==> config.mk <==
export PLATFORM = sky130hd
export DESIGN_NAME = two_voice_tone_sequencer
export DESIGN_NICKNAME = d
export VERILOG_FILES = /design/src/hdl/tvts_pkg.sv /design/src/hdl/tvts_voice.sv /design/src/hdl/two_voice_tone_sequencer.sv
export VERILOG_INCLUDE_DIRS = /design/src /design/src/hdl
export SDC_FILE = /design/constraint.sdc
export NUM_CORES = 2
export LEC_CHECK = 0
export BUFFER_PORTS_ARGS = -buffer_cell sky130_fd_sc_hd__buf_2
export CAP_MARGIN = 25
export CORE_UTILIZATION = 50
export DETAILED_ROUTE_END_ITERATION = 10
export HOLD_SLACK_MARGIN = 0.03
export PLACE_DENSITY = 0.67
export SLEW_MARGIN = 0
export SYNTH_ARGS = -nofsm -noshare
export SYNTH_HDL_FRONTEND = slang
export SYNTH_HIERARCHICAL = 1
export SYNTH_SLANG_ARGS = --single-unit
==> constraint.sdc <==
create_clock -name clk -period 8.9 [get_ports clk]
set_input_delay 0.445 -clock clk [delete_from_list [all_inputs] [get_ports clk]]
set_output_delay 0.445 -clock clk [all_outputs]
set_load 0.05 [all_outputs]
==> src/hdl/two_voice_tone_sequencer_defines.svh <==
// assertion macros for the two-voice tone sequencer
// used by two_voice_tone_sequencer.sv; expects clk and rst_n in scope
`ifndef TWO_VOICE_TONE_SEQUENCER_DEFINES_SVH
`define TWO_VOICE_TONE_SEQUENCER_DEFINES_SVH

`ifndef SYNTHESIS

`define TVTS_ASSERT_NEVER(lbl, cond) \
    lbl: assert property (@(posedge clk) disable iff (!rst_n) !(cond)) \
        else $error("tvts assertion failed");

`define TVTS_ASSERT_NEXT(lbl, ante, cons) \
    lbl: assert property (@(posedge clk) disable iff (!rst_n) (ante) |=> (cons)) \
        else $error("tvts assertion failed");

`else

`define TVTS_ASSERT_NEVER(lbl, cond)

`define TVTS_ASSERT_NEXT(lbl, ante, cons)

`endif

`endif

==> src/hdl/tvts_pkg.sv <==
// shared constants, codes, types and the phase step table
// of the two-voice tone sequencer; no dependencies
`default_nettype none

package tvts_pkg;

    localparam int SEQ_DEPTH  = 128;
    localparam int POS_W      = $clog2(SEQ_DEPTH);

    localparam int CMD_W      = 2;
    localparam int ADDR_W     = 7;
    localparam int NOTE_W     = 6;
    localparam int LEN_W      = 8;
    localparam int TICK_W     = 16;
    localparam int PHASE_W    = 16;
    localparam int SAMPLE_W   = 14;
    localparam int CFG_IDX_W  = 3;
    localparam int CFG_DATA_W = 16;

    localparam int EXT_W  = ((POS_W > LEN_W) ? POS_W : LEN_W) + 1;
    localparam int AX_W   = ((POS_W > ADDR_W) ? POS_W : ADDR_W) + 1;
    localparam int DVD_W  = POS_W + 1;
    localparam int DCNT_W = $clog2(DVD_W + 1);

    // phase / 400 as ((phase >> 4) * 2622) >> 16, exact for 16-bit phase
    localparam int DIV_PRE  = 4;
    localparam int DIV_MUL  = 2622;
    localparam int DIV_POST = 16;
    localparam int DQ_W     = PHASE_W - DIV_PRE;
    localparam int MUL_W    = 12;
    localparam int PROD_W   = DQ_W + MUL_W;
    localparam int QUO_W    = SAMPLE_W - 1;

    localparam logic [CMD_W-1:0] CMD_TICK = 2'd0;
    localparam logic [CMD_W-1:0] CMD_WR1  = 2'd1;
    localparam logic [CMD_W-1:0] CMD_WR2  = 2'd2;

    localparam logic [CFG_IDX_W-1:0] REG_V1_LEN   = 3'd0;
    localparam logic [CFG_IDX_W-1:0] REG_V2_LEN   = 3'd1;
    localparam logic [CFG_IDX_W-1:0] REG_V1_LONG  = 3'd2;
    localparam logic [CFG_IDX_W-1:0] REG_V1_SHORT = 3'd3;
    localparam logic [CFG_IDX_W-1:0] REG_V2_TICKS = 3'd4;
    localparam logic [CFG_IDX_W-1:0] REG_V1_TRANS = 3'd5;
    localparam logic [CFG_IDX_W-1:0] REG_V2_TRANS = 3'd6;
    localparam logic [CFG_IDX_W-1:0] REG_THRESH   = 3'd7;

    localparam logic [LEN_W-1:0]   V1_LEN_RST   = 8'd101;
    localparam logic [LEN_W-1:0]   V2_LEN_RST   = 8'd7;
    localparam logic [TICK_W-1:0]  V1_LONG_RST  = 16'd20000;
    localparam logic [TICK_W-1:0]  V1_SHORT_RST = 16'd10000;
    localparam logic [TICK_W-1:0]  V2_TICKS_RST = 16'd40000;
    localparam logic [NOTE_W-1:0]  V1_TRANS_RST = 6'd24;
    localparam logic [NOTE_W-1:0]  V2_TRANS_RST = 6'd12;
    localparam logic [PHASE_W-1:0] THRESH_RST   = 16'd32000;
    localparam logic [TICK_W-1:0]  REMAIN_RST   = 16'd20000;

    localparam int STEP_COUNT = 48;

    localparam logic [PHASE_W-1:0] STEP_TABLE [STEP_COUNT] = '{
        16'd163,  16'd173,  16'd183,  16'd194,  16'd206,  16'd218,
        16'd231,  16'd245,  16'd259,  16'd275,  16'd291,  16'd309,
        16'd327,  16'd346,  16'd367,  16'd389,  16'd412,  16'd436,
        16'd462,  16'd490,  16'd519,  16'd550,  16'd583,  16'd617,
        16'd654,  16'd693,  16'd734,  16'd778,  16'd824,  16'd873,
        16'd925,  16'd980,  16'd1038, 16'd1100, 16'd1165, 16'd1234,
        16'd1308, 16'd1386, 16'd1468, 16'd1555, 16'd1648, 16'd1746,
        16'd1849, 16'd1959, 16'd2076, 16'd2199, 16'd2330, 16'd2469
    };

    typedef struct packed {
        logic              tick;
        logic              wr_en;
        logic [POS_W-1:0]  wr_addr;
        logic [NOTE_W-1:0] wr_note;
    } tvts_voice_ctl_t;

    typedef struct packed {
        logic              len_load;
        logic [LEN_W-1:0]  length;
        logic [NOTE_W-1:0] transpose;
        logic [TICK_W-1:0] reload;
    } tvts_voice_cfg_t;

    // out-of-table index gives a zero step
    function automatic logic [PHASE_W-1:0] step_lookup(input logic [NOTE_W-1:0] idx);
        logic [PHASE_W-1:0] res;
        res = '0;
        if (int'(idx) < STEP_COUNT)
        begin
            res = STEP_TABLE[idx];
        end
        return res;
    endfunction

endpackage

`default_nettype wire

==> src/hdl/tvts_voice.sv <==
// one voice: note memory, play position, phase accumulator, length counter
// and a bit-serial remainder unit for the wrap position; uses tvts_pkg
`default_nettype none

module tvts_voice
    import tvts_pkg::*;
(
    input  logic               clk,
    input  logic               rst_n,
    input  tvts_voice_ctl_t    ctl,
    input  tvts_voice_cfg_t    cfg,
    output logic [PHASE_W-1:0] phase_next,
    output logic               busy
);

    logic [NOTE_W-1:0]  mem [SEQ_DEPTH];
    logic [NOTE_W-1:0]  mem_q;
    logic               byp_vld_reg;
    logic [NOTE_W-1:0]  byp_note_reg;

    logic [POS_W-1:0]   pos_reg;
    logic [POS_W-1:0]   nxt_reg;
    logic [PHASE_W-1:0] phase_reg;
    logic [TICK_W-1:0]  remain_reg;

    logic [DCNT_W-1:0]  dcnt_reg;
    logic [LEN_W-1:0]   drem_reg;
    logic [DVD_W-1:0]   ddvd_reg;

    logic [NOTE_W-1:0]  note_cur;
    logic [NOTE_W:0]    diff;
    logic [PHASE_W-1:0] step;
    logic [PHASE_W-1:0] phase_sum;
    logic [TICK_W-1:0]  remain_dec;
    logic               hit;
    logic               adv;
    logic [EXT_W-1:0]   wrap_m;
    logic [POS_W-1:0]   wrap_nxt;
    logic [POS_W-1:0]   rd_addr;
    logic [LEN_W:0]     dsh;
    logic [LEN_W:0]     dlen;
    logic [LEN_W:0]     dsub;
    logic [LEN_W-1:0]   drem_new;
    logic [EXT_W-1:0]   dres_x;
    logic [POS_W-1:0]   div_nxt;
    logic [DVD_W-1:0]   dstart_dvd;

    always_comb
    begin
        note_cur   = byp_vld_reg ? byp_note_reg : mem_q;
        diff       = {1'b0, note_cur} - {1'b0, cfg.transpose};
        step       = diff[NOTE_W] ? '0 : step_lookup(diff[NOTE_W-1:0]);
        phase_sum  = phase_reg + step;
        remain_dec = remain_reg - TICK_W'(1);
        hit        = (remain_dec == '0);
        adv        = ctl.tick & hit;
        phase_next = hit ? '0 : phase_sum;

        // position after the current one is already below the length
        wrap_m   = EXT_W'(nxt_reg) + EXT_W'(1);
        wrap_nxt = POS_W'(wrap_m);
        if ((cfg.length == '0) || (wrap_m >= EXT_W'(cfg.length))
            || (wrap_m >= EXT_W'(SEQ_DEPTH)))
        begin
            wrap_nxt = '0;
        end

        rd_addr = adv ? nxt_reg : pos_reg;
        busy    = (dcnt_reg != '0);

        // restoring remainder of (pos + 1) by the length, one bit a cycle
        dsh      = {drem_reg, ddvd_reg[DVD_W-1]};
        dlen     = {1'b0, cfg.length};
        dsub     = dsh - dlen;
        drem_new = (dsh >= dlen) ? dsub[LEN_W-1:0] : dsh[LEN_W-1:0];
        dres_x   = EXT_W'(drem_new);
        div_nxt  = POS_W'(dres_x);
        if ((cfg.length == '0) || (dres_x >= EXT_W'(SEQ_DEPTH)))
        begin
            div_nxt = '0;
        end
        dstart_dvd = DVD_W'(pos_reg) + DVD_W'(1);
    end

    always_ff @(posedge clk)
    begin
        if (ctl.wr_en)
        begin
            mem[ctl.wr_addr] <= ctl.wr_note;
        end
        mem_q        <= mem[rd_addr];
        byp_note_reg <= ctl.wr_note;
    end

    always_ff @(posedge clk or negedge rst_n)
    begin
        if (!rst_n)
        begin
            byp_vld_reg <= 1'b0;
            pos_reg     <= '0;
            nxt_reg     <= '0;
            phase_reg   <= '0;
            remain_reg  <= REMAIN_RST;
            dcnt_reg    <= DCNT_W'(DVD_W);
            drem_reg    <= '0;
            ddvd_reg    <= DVD_W'(1);
        end
        else
        begin
            // write landing on the entry being read
            byp_vld_reg <= ctl.wr_en && (ctl.wr_addr == rd_addr);
            if (ctl.tick)
            begin
                phase_reg  <= phase_next;
                remain_reg <= hit ? cfg.reload : remain_dec;
                if (hit)
                begin
                    pos_reg <= nxt_reg;
                    nxt_reg <= wrap_nxt;
                end
            end
            if (cfg.len_load)
            begin
                dcnt_reg <= DCNT_W'(DVD_W);
                drem_reg <= '0;
                ddvd_reg <= dstart_dvd;
            end
            else if (busy)
            begin
                dcnt_reg <= dcnt_reg - DCNT_W'(1);
                drem_reg <= drem_new;
                ddvd_reg <= ddvd_reg << 1;
                if (dcnt_reg == DCNT_W'(1))
                begin
                    nxt_reg <= div_nxt;
                end
            end
        end
    end

endmodule

`default_nettype wire

==> src/hdl/two_voice_tone_sequencer.sv <==
// top level of the two-voice tone sequencer: config registers, command
// decode, two voices, sample scaling and output register; uses tvts_pkg,
// tvts_voice and two_voice_tone_sequencer_defines.svh
//
//  channel | handshake            | payload
//  --------+----------------------+--------------------------------
//  in      | in_valid / in_ready  | cmd, addr, note, long_pick
//  out     | out_valid / out_ready| sample
//  cfg     | cfg_valid / cfg_ready| cfg_index, cfg_data
//
// one request per cycle while in_ready is high; a tick fills the pending stage
// (voice update), then the scaling multiply writes the output register
// the note memories are read every cycle at the play position, or the next
// one when it advances; after reset and after each length write, in_ready
// stays low while the wrap position is recomputed bit-serially; otherwise it
// drops only when the pending stage and output register are full and stalled
`default_nettype none
`include "two_voice_tone_sequencer_defines.svh"

module two_voice_tone_sequencer
    import tvts_pkg::*;
(
    input  logic                  clk,
    input  logic                  rst_n,
    input  logic                  in_valid,
    output logic                  in_ready,
    input  logic [CMD_W-1:0]      cmd,
    input  logic [ADDR_W-1:0]     addr,
    input  logic [NOTE_W-1:0]     note,
    input  logic                  long_pick,
    output logic                  out_valid,
    input  logic                  out_ready,
    output logic [SAMPLE_W-1:0]   sample,
    input  logic                  cfg_valid,
    output logic                  cfg_ready,
    input  logic [CFG_IDX_W-1:0]  cfg_index,
    input  logic [CFG_DATA_W-1:0] cfg_data
);

    logic [LEN_W-1:0]   v1_len_reg;
    logic [LEN_W-1:0]   v2_len_reg;
    logic [TICK_W-1:0]  v1_long_reg;
    logic [TICK_W-1:0]  v1_short_reg;
    logic [TICK_W-1:0]  v2_ticks_reg;
    logic [NOTE_W-1:0]  v1_trans_reg;
    logic [NOTE_W-1:0]  v2_trans_reg;
    logic [PHASE_W-1:0] thresh_reg;

    logic               s2_vld_reg;
    logic [PHASE_W-1:0] s2_phase_reg;
    logic               s2_high_reg;
    logic               out_vld_reg;
    logic [SAMPLE_W-1:0] sample_reg;

    logic               cfg_acc;
    logic               in_acc;
    logic               tick_acc;
    logic               s2_move;
    logic [AX_W-1:0]    addr_x;
    logic               addr_ok;
    logic [POS_W-1:0]   wr_addr;
    logic               v1_busy;
    logic               v2_busy;
    logic [PHASE_W-1:0] v1_phase;
    logic [PHASE_W-1:0] v2_phase;
    logic [DQ_W-1:0]    dq;
    logic [PROD_W-1:0]  prod;
    logic [QUO_W-1:0]   quo;

    tvts_voice_ctl_t    v1_ctl;
    tvts_voice_ctl_t    v2_ctl;
    tvts_voice_cfg_t    v1_cfg;
    tvts_voice_cfg_t    v2_cfg;

    always_comb
    begin
        cfg_ready = 1'b1;
        cfg_acc   = cfg_valid & cfg_ready;

        s2_move  = s2_vld_reg & (~out_vld_reg | out_ready);
        in_ready = ~v1_busy & ~v2_busy & (~s2_vld_reg | s2_move);
        in_acc   = in_valid & in_ready;
        tick_acc = in_acc & (cmd == CMD_TICK);

        addr_x  = AX_W'(addr);
        addr_ok = (addr_x < AX_W'(SEQ_DEPTH));
        wr_addr = POS_W'(addr_x);

        v1_ctl.tick    = tick_acc;
        v1_ctl.wr_en   = in_acc & (cmd == CMD_WR1) & addr_ok;
        v1_ctl.wr_addr = wr_addr;
        v1_ctl.wr_note = note;
        v2_ctl.tick    = tick_acc;
        v2_ctl.wr_en   = in_acc & (cmd == CMD_WR2) & addr_ok;
        v2_ctl.wr_addr = wr_addr;
        v2_ctl.wr_note = note;

        v1_cfg.len_load  = cfg_acc & (cfg_index == REG_V1_LEN);
        v1_cfg.length    = v1_len_reg;
        v1_cfg.transpose = v1_trans_reg;
        v1_cfg.reload    = long_pick ? v1_long_reg : v1_short_reg;
        v2_cfg.len_load  = cfg_acc & (cfg_index == REG_V2_LEN);
        v2_cfg.length    = v2_len_reg;
        v2_cfg.transpose = v2_trans_reg;
        v2_cfg.reload    = v2_ticks_reg;

        dq   = s2_phase_reg[PHASE_W-1:DIV_PRE];
        prod = PROD_W'(dq) * PROD_W'(DIV_MUL);
        quo  = QUO_W'(prod >> DIV_POST);

        out_valid = out_vld_reg;
        sample    = sample_reg;
    end

    tvts_voice u_voice1 (
        .clk        (clk),
        .rst_n      (rst_n),
        .ctl        (v1_ctl),
        .cfg        (v1_cfg),
        .phase_next (v1_phase),
        .busy       (v1_busy)
    );

    tvts_voice u_voice2 (
        .clk        (clk),
        .rst_n      (rst_n),
        .ctl        (v2_ctl),
        .cfg        (v2_cfg),
        .phase_next (v2_phase),
        .busy       (v2_busy)
    );

    always_ff @(posedge clk or negedge rst_n)
    begin
        if (!rst_n)
        begin
            v1_len_reg   <= V1_LEN_RST;
            v2_len_reg   <= V2_LEN_RST;
            v1_long_reg  <= V1_LONG_RST;
            v1_short_reg <= V1_SHORT_RST;
            v2_ticks_reg <= V2_TICKS_RST;
            v1_trans_reg <= V1_TRANS_RST;
            v2_trans_reg <= V2_TRANS_RST;
            thresh_reg   <= THRESH_RST;
        end
        else if (cfg_acc)
        begin
            case (cfg_index)
                REG_V1_LEN:   v1_len_reg   <= cfg_data[LEN_W-1:0];
                REG_V2_LEN:   v2_len_reg   <= cfg_data[LEN_W-1:0];
                REG_V1_LONG:  v1_long_reg  <= cfg_data[TICK_W-1:0];
                REG_V1_SHORT: v1_short_reg <= cfg_data[TICK_W-1:0];
                REG_V2_TICKS: v2_ticks_reg <= cfg_data[TICK_W-1:0];
                REG_V1_TRANS: v1_trans_reg <= cfg_data[NOTE_W-1:0];
                REG_V2_TRANS: v2_trans_reg <= cfg_data[NOTE_W-1:0];
                REG_THRESH:   thresh_reg   <= cfg_data[PHASE_W-1:0];
                default:      thresh_reg   <= thresh_reg;
            endcase
        end
    end

    always_ff @(posedge clk or negedge rst_n)
    begin
        if (!rst_n)
        begin
            s2_vld_reg  <= 1'b0;
            out_vld_reg <= 1'b0;
        end
        else
        begin
            if (tick_acc)
            begin
                s2_vld_reg <= 1'b1;
            end
            else if (s2_move)
            begin
                s2_vld_reg <= 1'b0;
            end
            if (s2_move)
            begin
                out_vld_reg <= 1'b1;
            end
            else if (out_ready)
            begin
                out_vld_reg <= 1'b0;
            end
        end
    end

    always_ff @(posedge clk)
    begin
        if (tick_acc)
        begin
            s2_phase_reg <= v1_phase;
            s2_high_reg  <= (v2_phase > thresh_reg);
        end
        if (s2_move)
        begin
            sample_reg <= {s2_high_reg, quo};
        end
    end

    `TVTS_ASSERT_NEVER(a_no_overrun, tick_acc && s2_vld_reg && !s2_move)
    `TVTS_ASSERT_NEXT(a_no_spurious, in_acc && (cmd != CMD_TICK) && !s2_vld_reg, !s2_vld_reg)
    `TVTS_ASSERT_NEXT(a_len_interlock, cfg_acc && ((cfg_index == REG_V1_LEN) || (cfg_index == REG_V2_LEN)), !in_ready)

endmodule

`default_nettype wire

# [After elaboration in Yosys (flattened, before gate mapping)]
# Memories as Yosys holds them, arrays and structs flattened. A register that Yosys moved wholly into a read port is not among the register bits.
# Cells that the tools add are included.
# W data, S select, Z words.
[word_totals] regBits=260 ram_bits=1536 romBits=2048 in_bits=40 out_inout_bits=17 elab_cells=177 n_memories=4
[mem_list] memory="(no name shown)" words=64 width=16 read_ports=1 rd_clocked_by_memory_dff=0 write_ports=0 line_no="tvts_pkg.sv:90" rtl="res = STEP_TABLE[idx];"
[mem_list] memory="(no name shown)" words=64 width=16 read_ports=1 rd_clocked_by_memory_dff=0 write_ports=0 line_no="tvts_pkg.sv:90"
[mem_list] memory="u_voice1.mem" words=128 width=6 read_ports=1 rd_clocked_by_memory_dff=1 write_ports=1 line_no="tvts_voice.sv:16" rtl="logic [NOTE_W-1:0] mem [SEQ_DEPTH];"
[mem_list] memory="u_voice2.mem" words=128 width=6 read_ports=1 rd_clocked_by_memory_dff=1 write_ports=1 line_no="tvts_voice.sv:16"
[op_classes] n_addsub=14 multipliers=1 magnitude_cmp=13 n_eq_ne=13 muxes=53 n_bitwise=19 reduce_logical=30
[ops] cell="$mux W16" count=13
[ops] cell="$mux W7" count=16
[ops] cell="$mux W8" count=10
[ops] cell="$ge A9 B8 Y1" count=4
[ops] cell="$add A16 B16 Y16" count=2
[ops] cell="$add A7 B1 Y8 const B" count=4
[ops] cell="$logic_not A16 Y1" count=2
[ops] cell="$sub A16 B1 Y16 const B" count=2
[ops] cell="$mul A12 B11 Y23 const B" count=1
[ops] cell="$reduce_and A2 Y1" count=10
[ops] cell="$ge A9 B8 Y1 const B" count=2
[ops] cell="$ge A8 B8 Y1 const B" count=2
[ops] cell="$gt A16 B16 Y1" count=1
[ops] cell="$logic_not A8 Y1" count=2
[ops] cell="$mux W4" count=4
[ops] cell="$sub A8 B8 Y8" count=2
[ops] cell="$eq A7 B7 Y1" count=2
[ops] cell="$ge A7 B7 Y1 const B" count=2
[ops] cell="$not A6 Y7" count=2
[ops] cell="$sub A6 B6 Y7" count=2
[ops] cell="$eq A3 B3 Y1 const B" count=4
[ops] cell="$lt A6 B6 Y1 const B" count=2
[ops] cell="$mux W6" count=2
[ops] cell="$and A1 B1 Y1" count=11
[ops] cell="15 further kinds" count=39

# [Logic depth before layout (Yosys ltp)]
[depth] depth_word=11 mapped_depth=32 mapped_depth_nobuf=31

# [Modules after synthesis]
# Netlist, hierarchy kept.
[modules_own_cells] module="tvts_voice at u_voice1" n_inst=1 cells_per_inst=2775 area_per_inst_um2=37056.8 seq_area_each_um2=24987.7
[modules_own_cells] module="tvts_voice at u_voice2" n_inst=1 cells_per_inst=2916 area_per_inst_um2=36854.1 seq_area_each_um2=24987.7
[modules_own_cells] module="two_voice_tone_sequencer" n_inst=1 cells_per_inst=587 area_per_inst_um2=7473.4 seq_area_each_um2=3052.9

# [Worst setup path after synthesis]
# No wires, ideal clock.
[synth_path] kind="register -> register" from="register u_voice1.dcnt_reg[0]" to="register u_voice1.mem_q[0] (read register of u_voice1.mem)" setup_time_ns=0.078 t_arrival_ns=6.837 required_ns=8.822 path_slack_ns=1.985 stages_incl_launch_ff=21 path_buffers=5 synth_period_minus_slack_ns=6.915 path_cell_list="dfrtp_1 -> inv_1 -> ha_1 -> and2_1 -> clkbuf_1 -> inv_2 -> clkbuf_1 -> a211oi_1 -> nand2_1 -> nor3_1 -> inv_1 -> or3_1 -> buf_6 -> buf_6 -> mux2_2 -> clkbuf_1 -> a211oi_1 -> a2111oi_0 -> a211oi_1 -> a2111o_1 -> nor3_1"
[synth_via] elab_chain_len=8
[synth_lines] item="from (decl)" line_no="tvts_voice.sv:26" rtl="logic [DCNT_W-1:0] dcnt_reg;"
[synth_lines] item="from (signal assigned)" line_no="tvts_voice.sv:104" rtl="dcnt_reg <= DCNT_W'(DVD_W);"
[synth_lines] item="from (signal assigned)" line_no="tvts_voice.sv:124" rtl="dcnt_reg <= DCNT_W'(DVD_W);"
[synth_lines] item="from (signal assigned)" line_no="tvts_voice.sv:130" rtl="dcnt_reg <= dcnt_reg - DCNT_W'(1);"
[synth_lines] item="$reduce_bool A4 Y1" line_no="tvts_voice.sv:69" rtl="busy = (dcnt_reg != '0);"
[synth_lines] item="via v1_busy" line_no="two_voice_tone_sequencer.sv:62" rtl="logic v1_busy;"
[synth_lines] item="$not A1 Y1" line_no="two_voice_tone_sequencer.sv:81" rtl="in_ready = ~v1_busy & ~v2_busy & (~s2_vld_reg | s2_move);"
[synth_lines] item="$and A1 B1 Y1 (2 in a row)" line_no="two_voice_tone_sequencer.sv:81"
[synth_lines] item="via in_ready" line_no="two_voice_tone_sequencer.sv:26" rtl="output logic in_ready,"
[synth_lines] item="$and A1 B1 Y1" line_no="two_voice_tone_sequencer.sv:82" rtl="in_acc = in_valid & in_ready;"
[synth_lines] item="$and A1 B1 Y1" line_no="two_voice_tone_sequencer.sv:83" rtl="tick_acc = in_acc & (cmd == CMD_TICK);"
[synth_lines] item="via tick_acc" line_no="two_voice_tone_sequencer.sv:57" rtl="logic tick_acc;"
[synth_lines] item="$and A1 B1 Y1" line_no="tvts_voice.sv:56" rtl="adv = ctl.tick & hit;"
[synth_lines] item="$mux W7" line_no="tvts_voice.sv:68" rtl="rd_addr = adv ? nxt_reg : pos_reg;"
[synth_lines] item="to (decl)" line_no="tvts_voice.sv:17" rtl="logic [NOTE_W-1:0] mem_q;"
# The timed path passes the listed nets, and every way through them passes these cells.
# A chain may end at the register's enable or synchronous reset.

# [Final worst setup path]
[layout_path] from="register u_voice2.dcnt_reg[0]" to="register u_voice1.mem_q[2] (read register of u_voice1.mem)"
[layout_via] elab_chain_len=8
[layout_lines] item="from (decl)" line_no="tvts_voice.sv:26"
[layout_lines] item="from (signal assigned)" line_no="tvts_voice.sv:104"
[layout_lines] item="from (signal assigned)" line_no="tvts_voice.sv:124"
[layout_lines] item="from (signal assigned)" line_no="tvts_voice.sv:130"
[layout_lines] item="$reduce_bool A4 Y1" line_no="tvts_voice.sv:69"
[layout_lines] item="via v2_busy" line_no="two_voice_tone_sequencer.sv:63" rtl="logic v2_busy;"
[layout_lines] item="$not A1 Y1" line_no="two_voice_tone_sequencer.sv:81"
[layout_lines] item="$and A1 B1 Y1 (2 in a row)" line_no="two_voice_tone_sequencer.sv:81"
[layout_lines] item="$and A1 B1 Y1" line_no="two_voice_tone_sequencer.sv:82"
[layout_lines] item="$and A1 B1 Y1" line_no="two_voice_tone_sequencer.sv:83"
[layout_lines] item="via tick_acc" line_no="two_voice_tone_sequencer.sv:57"
[layout_lines] item="$and A1 B1 Y1" line_no="tvts_voice.sv:56"
[layout_lines] item="$mux W7" line_no="tvts_voice.sv:68"
# The timed path passes the listed nets, and every way through them passes these cells.

==> flow_summary_export.csv <==
group,metric,value,unit
outcome,status,"finished clean",
synth,synth-edff-count,1558,
drt,ant_nets,0,
final_layout,biggestRegsByFlops,"u_voice1/mem (768), u_voice2/mem (768)",
placement,place_hpwl,127,mm
pwr,seqPwrFrac,0.480,
final_layout,fill_cells,13014,
synth,ys_warn_count,6,
die,fp.coreArea,0.161,mm2
sta,relSlewSlack,0.263,
cts,ctsResizeCount,0,
drt,vias,52493,
cts,h-tree-depth,4,
cts,root_buffer,"clkbuf_16",
worst_setup_path,slowest_delay,950,ps
worst_setup_path,cp_top_family,"compound AO/OA/AOI/OAI gates",
pwr,combPwrFrac,0.144,
cts,clkLatencyLatePin,830,ps
sta,tns,0,ps
sta,setup_violations,0,
sta,fin_crit,7690,ps
sta,rsz0062_at_grt,"no",
job,drv_cap,0,
drt,drc,0,
worst_setup_path,cp_max_fo,99,
sta,hold_ws,90.0,ps
synth,synth_area_leaders,"edfxtp_1 57%, dfrtp_1 5.6%, nand2_1 4.1%",
pwr,power_switching,5230,uW
grt,grt_pass1_wl,312,mm
cts,cts_setup_buffers,0,
drt,wl_per_cell,24.1,um
drt,drt-total-wl,206,mm
sta,skew,25.0,ps
synth,synthArstFlopShare,0.126,
cts,clkTransAtPathRegs,60,ps
worst_setup_path,cpMaxStageDelayCell,"a2111oi_0",
synth,yosysTopAreaCellShare,0.575,
synth,netlist_area,0.0814,mm2
grt,grt_antenna_before_repair,11,
sta,fin_crit_sh,0.864,
worst_setup_path,crit_type,"register to register",
pwr,pwr-share-clk,0.376,
cts,clock_path_buffers,3,
synth,synth-seq-cells,1810,
die,die_y,405,um
cts,cts_hold_buf,12,
final_layout,areaGrowthSynthToFinish,10.1,%
grt,grt_max_degree,187,
pwr,p_leak,0.0320,uW
sta,tightestPinTransition,1080,ps
sta,max_freq,130,MHz
cts,clock_sinks,1810,
grt,grt_pass1_vias,50350,
drt,viasPerCell,6.13,
worst_setup_path,start_kind,"register",
worst_setup_path,crit_chain,"inv_1 -> ha_1 -> and2_1 -> inv_1 -> a211oi_1 -> nand2_1 -> nor3_2 -> o221ai_2 -> nor3_2 -> nor2_4 -> inv_6 -> buf_4 -> a211oi_1 -> a2111oi_0 -> a211oi_1 -> a2111o_1 -> nor3_1",
die,die-area,0.164,mm2
pwr,ir_drop,249,uV
placement,gp_congestion,0.888,
synth,synthCells,6278,
synth,syn_area_per_cell,13.0,um2
worst_setup_path,path_common_cell,"a211oi_1",
synth,synthFlopType,"edfxtp_1",
final_layout,finish.instance_area,0.0896,mm2
die,fp-row-count,147,
pwr,p_per_area,225,mW/mm2
synth,synth.most_common_cell,"edfxtp_1",
cts,cts_buffers,180,
worst_setup_path,rrSetupSlack,1210,ps
grt,track_usage,0.248,
pwr,swShare,0.259,
drt,drtPass1Iterations,7,
final_layout,layout-drive-gt1-share,0.109,
worst_setup_path,worstPathArrival,8410,ps
worst_setup_path,required,9620,ps
die,die_x,405,um
worst_setup_path,cp_num_buf_inv,4,
synth,yosysSeqAreaShare,0.652,
die,initial_core_util,0.505,
grt,globalRouteOverflowTotal,0,
placement,port_buffers,50,
worst_setup_path,crit_path_end_kind,"register",
worst_hold_path,hold_path.class,"input port to register",
synth,ys_top_cells_by_count,"1558 x edfxtp_1, 880 x nand2_1, 430 x nor2_1",
synth,synth_top_cell_by_area,"edfxtp_1",
final_layout,antenna_cells,0,
synth,ys_types,107,
pwr,internal_power,15000,uW
sta,hold_viol,0,
placement,dpl_cell_area,0.0836,mm2
cts,tritoncts,"built",
die,io_pins,57,
drt,drt_iter0_markers,6106,
final_layout,fin_nets,6526,
sta,slew_viol_final,0,
==> layout make-up <==
class / count / area, um2 / share of cell area
sequential: 1810 / 53000 / 0.592
multi-input combinational: 3889 / 25900 / 0.289
clock buffer: 232 / 4910 / 0.0548
tap: 2160 / 2700 / 0.0301
timing repair buffer: 164 / 1290 / 0.0144
clock inverter: 107 / 1000 / 0.0112
inverter: 201 / 767 / 0.00856
==> per-layer routing <==
layer  part of all wire  wire length [um]  track usage  up-vias
li1                   -                 -            -    23536
met1               0.42             86800        0.352    26233
met2               0.46             95200        0.388     2313
met3              0.090             18500       0.0473      393
met4              0.028              5750       0.0770       18
met5            0.00050               104            0        -
==> worst reg2reg max path, delay by kind of cell (launching register included) <==
kind	cells	cell delay, ps
simple gates	6	2350
buf+inv	4	1870
compound gates	6	2760
fa+ha+maj	1	240
flops	1	390
==> logic make-up (layout without fill, tap and decap cells) <==
| family | count (synthesis) | in the layout | share of synthesized area |
|---|---|---|---|
| AND/OR/NAND/NOR | 2052 | 2052 | 0.116 |
| multiplexers | 415 | 415 | 0.0543 |
| adder cells (fa/ha/maj) | 240 | 240 | 0.0413 |
| AO/OA/AOI/OAI | 1083 | 1083 | 0.0954 |
| buffers and inverters | 583 | 704 | 0.0316 |
| flip-flops | 1810 | 1810 | 0.652 |
| other | 2 | 6 | 0.0000923 |
| XOR/XNOR | 93 | 93 | 0.0101 |
==> final timing paths <==
check | depth (start not counted) | end | start
max | 17 | u_voice1/mem_q[2]$_DFF_P_ | u_voice2/dcnt_reg[0]$_DFFE_PN0P_
min | 2 | thresh_reg[5]$_DFFE_PN0P_ | cfg_data[5]
max reg2reg | 17 | u_voice1/mem_q[2]$_DFF_P_ | u_voice2/dcnt_reg[0]$_DFFE_PN0P_
min reg2reg | 2 | u_voice2/ddvd_reg[0]$_DFFE_PN1P_ | u_voice2/ddvd_reg[0]$_DFFE_PN1P_
max in group asynchronous | 3 | v2_len_reg[3]$_DFFE_PN0P_ | rst_n
min in group asynchronous | 2 | u_voice2/phase_reg[6]$_DFFE_PN0P_ | rst_n
==> cell usage in the layout, fill, tap and decap left out, drive strengths merged, types with 41 or more instances in the layout <==
cell type  instances
a32oi             92
a211oi           231
nand4             50
a21o              41
a21oi            170
ha               192
fa                48
a31oi            122
nand2            883
dfrtp            182
nor3              70
clkinv            72
mux2             150
inv              211
and3             187
nor2             435
buf              147
mux2i            264
o21ai             97
xnor2             59
edfxtp          1558
nand3            250
a311oi            47
clkbuf           237
dfstp             46
==> power groups by stage <==
stage / combinational (uW) / clock, uW / sequential [uW]
6_report: 2910 / 7600 / 9700
3_5_place_dp: 2860 / 0 / 9860
5_1_grt: 3220 / 8010 / 9720
2_1_floorplan: 2100 / 0 / 9770
3_3_place_gp: 2810 / 0 / 9850
4_1_cts: 2890 / 7700 / 9690
==> through the flow <==
stage / instances / total power, uW / setup WS (ps) / util
CTS: 8561 / 20300 / 1520 / 0.556
detailed placement: 8210 / 12700 / 1570 / 0.519
global placement: 8204 / 12700 / 1770 / 0.518
finish: 8563 / 20200 / 1210 / 0.556
global route: 8563 / 21000 / 950 / 0.556
floorplan: 6282 / 11900 / 1980 / -
Power figures use the tool's default switching activity.
